### src/design/sttk_pkg.sv
// Shared types, character codes and class functions for the source text tokenizer.
// No dependencies; imported by sttk_step and source_text_tokenizer_unit.
package sttk_pkg;

	localparam logic [1:0] MODE_NORMAL  = 2'd0;
	localparam logic [1:0] MODE_STRING  = 2'd1;
	localparam logic [1:0] MODE_COMMENT = 2'd2;

	localparam logic [7:0] CH_HASH   = 8'h23;
	localparam logic [7:0] CH_EQ     = 8'h3D;
	localparam logic [7:0] CH_NL     = 8'h0A;
	localparam logic [7:0] CH_SPACE  = 8'h20;
	localparam logic [7:0] CH_DQUOTE = 8'h22;
	localparam logic [7:0] CH_SQUOTE = 8'h27;
	localparam logic [7:0] CH_CARET  = 8'h5E;
	localparam logic [7:0] CH_BSLASH = 8'h5C;

	localparam int MAX_RES = 2;

	typedef struct packed {
		logic [1:0] mode;
		logic [7:0] quote;
		logic [7:0] held;
		logic       held_valid;
		logic       held_op;
	} state_t;

	typedef struct packed {
		logic [7:0] token_byte;
		logic       byte_valid;
		logic       token_end;
		logic       text_done;
		logic       last;
	} result_t;

	localparam state_t STATE_RESET = '{mode: MODE_NORMAL, quote: 8'h00, held: 8'h00,
		held_valid: 1'b0, held_op: 1'b0};

	function automatic logic is_pair_op(input logic [7:0] c);
		return c == 8'h21 || c == 8'h2B || c == 8'h2D || c == 8'h2A || c == 8'h3A ||
			c == 8'h2F || c == 8'h3E || c == 8'h3C || c == CH_EQ || c == CH_CARET;
	endfunction

	function automatic logic is_single(input logic [7:0] c);
		return c == 8'h26 || c == 8'h7C || c == 8'h5B || c == 8'h5D || c == 8'h7B ||
			c == 8'h7D || c == 8'h28 || c == 8'h29 || c == 8'h2E || c == 8'h2C ||
			c == 8'h3B || c == CH_BSLASH;
	endfunction

	function automatic result_t mk_res(input logic [7:0] b, input logic v, input logic e);
		result_t r;
		r.token_byte = b;
		r.byte_valid = v;
		r.token_end  = e;
		r.text_done  = 1'b0;
		r.last       = 1'b0;
		return r;
	endfunction

endpackage

### src/design/sttk_step.sv
// Next-state and result logic for one text byte of the tokenizer.
// Depends on sttk_pkg (state_t, result_t, character codes).
module sttk_step (
	input  sttk_pkg::state_t  cur,
	input  logic [7:0]        c,
	input  logic              fin,
	output sttk_pkg::state_t  nxt,
	output sttk_pkg::result_t res [sttk_pkg::MAX_RES],
	output logic [1:0]        n
);
	import sttk_pkg::*;

	state_t     st;
	result_t    r [MAX_RES];
	logic [1:0] cnt;
	logic [1:0] cm1;
	logic       keep;

	always_comb begin
		st   = cur;
		r[0] = mk_res(8'h00, 1'b0, 1'b0);
		r[1] = mk_res(8'h00, 1'b0, 1'b0);
		cnt  = 2'd0;
		keep = 1'b1;

		if (st.mode == MODE_COMMENT) begin
			if (c == CH_NL)
				st.mode = (st.quote != 8'h00) ? MODE_STRING : MODE_NORMAL;
			keep = 1'b0;
		end else if (c == CH_HASH) begin
			st.mode = MODE_COMMENT;
			keep = 1'b0;
		end

		if (keep && st.held_valid && st.held_op) begin
			if (c == CH_EQ) begin
				r[cnt[0]] = mk_res(st.held, 1'b1, 1'b0);
				cnt = cnt + 2'd1;
				r[cnt[0]] = mk_res(c, 1'b1, 1'b1);
				cnt = cnt + 2'd1;
				keep = 1'b0;
			end else begin
				r[cnt[0]] = mk_res(st.held, 1'b1, 1'b1);
				cnt = cnt + 2'd1;
			end
			st.held_valid = 1'b0;
			st.held_op = 1'b0;
		end

		if (keep) begin
			if (st.mode == MODE_STRING) begin
				if (st.held_valid) begin
					r[cnt[0]] = mk_res(st.held, 1'b1, 1'b0);
					cnt = cnt + 2'd1;
				end
				st.held = c;
				st.held_valid = 1'b1;
				st.held_op = 1'b0;
				if (c == st.quote) begin
					r[cnt[0]] = mk_res(c, 1'b1, 1'b1);
					cnt = cnt + 2'd1;
					st.held_valid = 1'b0;
					st.mode = MODE_NORMAL;
					st.quote = 8'h00;
				end
			end else if (c == CH_SQUOTE || c == CH_DQUOTE) begin
				st.mode = MODE_STRING;
				st.quote = c;
				if (st.held_valid) begin
					r[cnt[0]] = mk_res(st.held, 1'b1, 1'b0);
					cnt = cnt + 2'd1;
				end
				st.held = c;
				st.held_valid = 1'b1;
				st.held_op = 1'b0;
			end else if (is_pair_op(c)) begin
				if (st.held_valid) begin
					r[cnt[0]] = mk_res(st.held, 1'b1, 1'b1);
					cnt = cnt + 2'd1;
				end
				st.held = c;
				st.held_valid = 1'b1;
				st.held_op = 1'b1;
			end else if (is_single(c)) begin
				if (st.held_valid) begin
					r[cnt[0]] = mk_res(st.held, 1'b1, 1'b1);
					cnt = cnt + 2'd1;
				end
				st.held_valid = 1'b0;
				st.held_op = 1'b0;
				r[cnt[0]] = mk_res(c, 1'b1, 1'b1);
				cnt = cnt + 2'd1;
			end else if (c == CH_SPACE || c == CH_NL) begin
				if (st.held_valid) begin
					r[cnt[0]] = mk_res(st.held, 1'b1, 1'b1);
					cnt = cnt + 2'd1;
				end
				st.held_valid = 1'b0;
				st.held_op = 1'b0;
			end else begin
				if (st.held_valid) begin
					r[cnt[0]] = mk_res(st.held, 1'b1, 1'b0);
					cnt = cnt + 2'd1;
				end
				st.held = c;
				st.held_valid = 1'b1;
				st.held_op = 1'b0;
			end
		end

		if (fin) begin
			if (st.held_valid) begin
				r[cnt[0]] = mk_res(st.held, 1'b1, 1'b1);
				cnt = cnt + 2'd1;
			end
			if (cnt == 2'd0) begin
				r[0] = mk_res(8'h00, 1'b0, 1'b0);
				cnt = 2'd1;
			end
			cm1 = cnt - 2'd1;
			r[cm1[0]].text_done = 1'b1;
			st = STATE_RESET;
		end

		cm1 = cnt - 2'd1;
		if (cnt != 2'd0)
			r[cm1[0]].last = 1'b1;

		nxt = st;
		res = r;
		n   = cnt;
	end

endmodule

### src/design/source_text_tokenizer_unit.sv
// Top level of the source text tokenizer: input register, step logic, result buffer.
// Depends on sttk_pkg and sttk_step.
//
//   channel | handshake            | beat payload
//   --------+----------------------+-----------------------------------------------
//   in      | in_valid / in_ready  | text_byte, is_final
//   out     | out_valid / out_ready| token_byte, byte_valid, token_end, text_done, last
//
// An input beat is registered, then processed by the step logic into a two-entry result
// buffer; one byte per cycle is sustained while each byte yields at most one result and
// out_ready stays high. A byte yielding two results holds the step while the buffer drains.
// arst_n clears the tokenizer state and the valid flags of the input register and the buffer.
// Output stalls back up through the buffer and input register to in_ready.
module source_text_tokenizer_unit (
	input  logic       clk,
	input  logic       arst_n,
	input  logic       in_valid,
	output logic       in_ready,
	input  logic [7:0] text_byte,
	input  logic       is_final,
	output logic       out_valid,
	input  logic       out_ready,
	output logic [7:0] token_byte,
	output logic       byte_valid,
	output logic       token_end,
	output logic       text_done,
	output logic       last
);
	import sttk_pkg::*;

	logic       v_s1;
	logic [7:0] byte_s1;
	logic       final_s1;

	state_t     st_q;
	state_t     st_nxt;
	result_t    res [MAX_RES];
	logic [1:0] n;

	result_t    buf_q [MAX_RES];
	logic [1:0] cnt_q;
	logic       head_q;

	logic       take;
	logic       advance;
	result_t    cur_res;

	sttk_step u_step (
		.cur (st_q),
		.c   (byte_s1),
		.fin (final_s1),
		.nxt (st_nxt),
		.res (res),
		.n   (n)
	);

	assign out_valid = cnt_q != 2'd0;
	assign take      = (cnt_q == 2'd0) || (cnt_q == 2'd1 && out_ready);
	assign advance   = v_s1 && take;
	assign in_ready  = !v_s1 || advance;

	assign cur_res    = buf_q[head_q];
	assign token_byte = cur_res.token_byte;
	assign byte_valid = cur_res.byte_valid;
	assign token_end  = cur_res.token_end;
	assign text_done  = cur_res.text_done;
	assign last       = cur_res.last;

	always_ff @(posedge clk or negedge arst_n) begin
		if (!arst_n) begin
			v_s1 <= 1'b0;
		end else if (in_ready) begin
			v_s1 <= in_valid;
		end
	end

	always_ff @(posedge clk) begin
		if (in_ready && in_valid) begin
			byte_s1  <= text_byte;
			final_s1 <= is_final;
		end
	end

	always_ff @(posedge clk or negedge arst_n) begin
		if (!arst_n) begin
			st_q   <= STATE_RESET;
			cnt_q  <= 2'd0;
			head_q <= 1'b0;
		end else if (advance) begin
			st_q   <= st_nxt;
			cnt_q  <= n;
			head_q <= 1'b0;
		end else if (out_valid && out_ready) begin
			cnt_q  <= cnt_q - 2'd1;
			head_q <= 1'b1;
		end
	end

	always_ff @(posedge clk) begin
		if (advance) begin
			buf_q[0] <= res[0];
			buf_q[1] <= res[1];
		end
	end

endmodule

### config.mk
export PLATFORM = sky130hd
export DESIGN_NAME = source_text_tokenizer_unit
export DESIGN_NICKNAME = d
export VERILOG_FILES = /design/src/design/sttk_pkg.sv /design/src/design/sttk_step.sv /design/src/design/source_text_tokenizer_unit.sv
export SDC_FILE = /design/constraint.sdc
export NUM_CORES = 1
export LEC_CHECK = 0
export ABC_AREA = 1
export ABC_CLOCK_PERIOD_IN_PS = 5700
export CORE_ASPECT_RATIO = 0.7
export CORE_MARGIN = 8
export CORE_UTILIZATION = 50
export CTS_CLUSTER_SIZE = 10
export DETAILED_ROUTE_END_ITERATION = 12
export DONT_BUFFER_PORTS = 1
export MAX_ROUTING_LAYER = met4
export PLACE_DENSITY_LB_ADDON = 0.1
export REMOVE_ABC_BUFFERS = 1
export SYNTH_ARGS = -nofsm -noshare
export SYNTH_HDL_FRONTEND = slang
export SYNTH_SLANG_ARGS = --single-unit
### constraint.sdc
create_clock -name clk -period 5.7 [get_ports clk]
set_input_delay 0.57 -clock clk [delete_from_list [all_inputs] [get_ports clk]]
set_output_delay 0.57 -clock clk [all_outputs]
set_load 0.02 [all_outputs]
==> out/metrics.csv <==
stage,metric,value,unit
sta,Tcrit/Tclk final,57.33,%
placement,hpwl dp,7598,um
grt,Overflow after GRT,0,
sta,Setup TNS,0,ns
setup_path,CP Max Fanout,10,
setup_path,worst setup path end,buf_q[0][2],
sta,RSZ-0062 raised after global routing,false,
finish,NumNets Final,491,
synthesis,synthesized area,3704,um2
sta,relative slew slack,30.99,%
synthesis,syn_area_per_cell,7.797,um2
setup_path,Setup crit end kind,flop,
sta,Slew @ Worst Pin,1.033,ns
clocking,Root Buffer,clkbuf_8,
drt,Final ANT Viol Nets,0,
worst_hold_path,worst hold path type,input port to async pin,
setup_path,reg2reg start,byte_s1[7],
setup_path,RR Endpoint,buf_q[0][2],
finish,FILL cells,678,
clocking,cts bufs inserted,9,
placement,PortBufs,0,
clocking,htree depth,3,
drt,Post-route DRC,0,
grt,GRT Total Usage,21.50,%
sta,crit path time final,3.268,ns
run_status,status,finished clean,
synthesis,Post-Synthesis Cells,475,
finish,"non-filler cells, final",578,
run,Max-cap violations,0,
power_and_ir_drop,Leak Pwr,0.001783,uW
finish,"commonest non-fill, non-tap cells in the layout","nand2_1 (124), inv_1 (51), nor2_1 (43)",
placement,placed cell count,561,
clocking,TritonCTS Sinks,57,
finish,"commonest non-fill, non-tap cell in the layout",nand2_1,
drt,DR WL/cell,17.98,um
grt,first-pass GRT wire length,16750,um
die,Initial Utilization,51.05,%
finish,ANT cells,0,
grt,antenna violations before repair,0,
drt,DRT met1 WL,5107,um
sta,clock skew,0.007442,ns
power_and_ir_drop,PwrDens,554.8,nW/um2
setup_path,CP startpoint,byte_s1[7],
synthesis,"Seq/Total Area, Yosys",42.97,%
clocking,clk slew on worst S/H paths,0.07,ns
clocking,clk_lat worst skew,0.34,ns
sta,fin. max-slew vios,0,
drt,initial DRC count,334,
sta,Final setup viols,0,
setup_path,"Data arrival, critical path",3.34,ns
placement,Placer Congestion,0.9492,
synthesis,synth warn,0,
grt,largest net degree at the start of global routing,40,
finish,Synth-to-Final Area Change,8.547,%
drt,Top Layer Used,met4,
sta,highest clock rate,306.0,MHz
drt,vias,3305,
setup_path,crit path launch type,flop,
setup_path,flop-to-flop setup slack,2.43,ns
synthesis,Yosys cell types,37,
die,die area,10460,um2
setup_path,Crit Path Class,flop to flop,
drt,WL met3,895,um
clocking,clk buf depth,2,
sta,final number of hold-violating endpoints,0,
die,Core Area,7254,um2
finish,share of layout cells above drive strength 1,14.17,%
die,Cell Rows,26,
die,die width,118.9,um
die,die height,88.01,um
power_and_ir_drop,Peak VDD IR,0.0003927,V
grt,number of global-route vias before repair,3112,
setup_path,R2R cell count,14,
clocking,CTS tree,done,
drt,First-pass DRT Iterations,5,
die,I/O pin count,27,
synthesis,#FFs+latches synth,57,
drt,Met2 Routed Length,4273,um
drt,Detailed Route WL,10390,um
drt,vias per cell,5.718,
setup_path,worst path required time,5.77,ns
logic make-up after synthesis:
logic type | count (synthesis) | share of synthesized area, %
AO/OA/AOI/OAI | 80 | 12.64
adder cells (fa/ha/maj) | 3 | 1.014
buffers and inverters | 77 | 8.446
flip-flops | 57 | 42.97
multiplexers | 12 | 3.649
AND/OR/NAND/NOR | 246 | 31.28
flip-flops by register name, summed over array words and instances (netlist names):
signal,flops
final_s1,1
v_s1,1
cnt_q,2
head_q,1
buf_q,24
st_q,20
byte_s1,8
area by class of cell:
| cell class | count | area, um2 | share of cell area [%] |
|---|---|---|---|
| Clock inverter | 4 | 75.07 | 1.867 |
| Timing Repair Buffer | 1 | 20.02 | 0.4980 |
| Tap cell | 98 | 122.6 | 3.050 |
| Sequential cell | 57 | 1592 | 39.59 |
| Multi-Input combinational cell | 341 | 1807 | 44.94 |
| Inverter | 65 | 249.0 | 6.194 |
| Clock buffer | 12 | 155.1 | 3.859 |
synth_stat cells:
cell,instances,area (um2)
a21oi_1,16,80.08
a22oi_1,1,7.510
a31oi_1,2,12.51
a31oi_2,1,12.51
buf_1,1,3.750
buf_4,3,22.52
buf_6,1,11.26
clkbuf_1,7,26.28
clkinv_1,2,7.510
dfrtp_1,24,600.6
edfxtp_1,33,991.0
ha_1,3,37.54
inv_1,51,191.4
inv_2,10,37.54
inv_4,2,12.51
mux2_2,12,135.1
nand2_1,124,465.5
nand2_2,6,37.54
nand2_4,5,56.30
nand2_8,1,20.02
nand3_1,42,210.2
nand3_2,3,30.03
nand3_4,1,17.52
nand3b_1,1,7.510
nand4_1,5,31.28
nor2_1,44,165.2
nor2_2,4,25.02
nor2_4,5,56.30
nor3_1,4,20.02
nor3_4,1,16.27
o2111ai_1,4,35.03
o211ai_1,3,22.52
o21ai_0,36,180.2
o221ai_1,1,8.760
o22ai_1,11,68.82
o31ai_1,3,22.52
o32ai_1,2,17.52
critical path, stage by stage, from the launching register on:
cell and delay [ns]:
edfxtp_1 0.53, nor2_4 0.19, nand3_1 0.17, nor2_1 0.30, nand2_1 0.20, ha_1 0.33
nand3_1 0.12, nand2_1 0.12, nand2_1 0.06, nand3_1 0.13, nand3_1 0.09, nand2_1 0.08
nand2_1 0.14, nor3_4 0.41, a21oi_1 0.14
worst min path at each step:
stage	slack (ns)	start	to
4_1_cts	0.04	arst_n	head_q
3_5_place_dp	0.28	arst_n	v_s1
3_3_place_gp	0.28	arst_n	v_s1
6_report	0.04	arst_n	st_q[12]
2_1_floorplan	0.27	arst_n	cnt_q[0]
5_1_grt	0.03	arst_n	head_q
routing by layer:
layer  track usage (%)  up-vias
met2             30.21      135
li1                  -     1603
met4             5.143        0
met1             30.17     1558
met3             5.344        9
met5                 -        -
power breakdown:
part / switching [uW] / internal, uW
logic: 738 / 288
registers: 117 / 643
clock network: 174 / 270
repair_timing:
action,4_1_cts,5_1_grt
buffers inserted,0,0
hold endpoints to repair,24,0
hold buffers,1,0
gates resized for setup,0,0
through the flow:
stage	instance area (um2)	utilization, %	hold slack, ns	total power, uW	setup slack [ns]
after floorplan	3640	-	0.2744	1501	2.371
after global placement	3770	51.97	0.2754	1766	2.453
after detailed placement	3770	51.97	0.2752	1772	2.478
after CTS	4020	55.42	0.03579	2226	2.466
after global routing	4020	55.42	0.03251	2396	2.026
final	4020	55.42	0.04126	2230	2.432
Note: power is estimated with default switching activity, not from simulation.
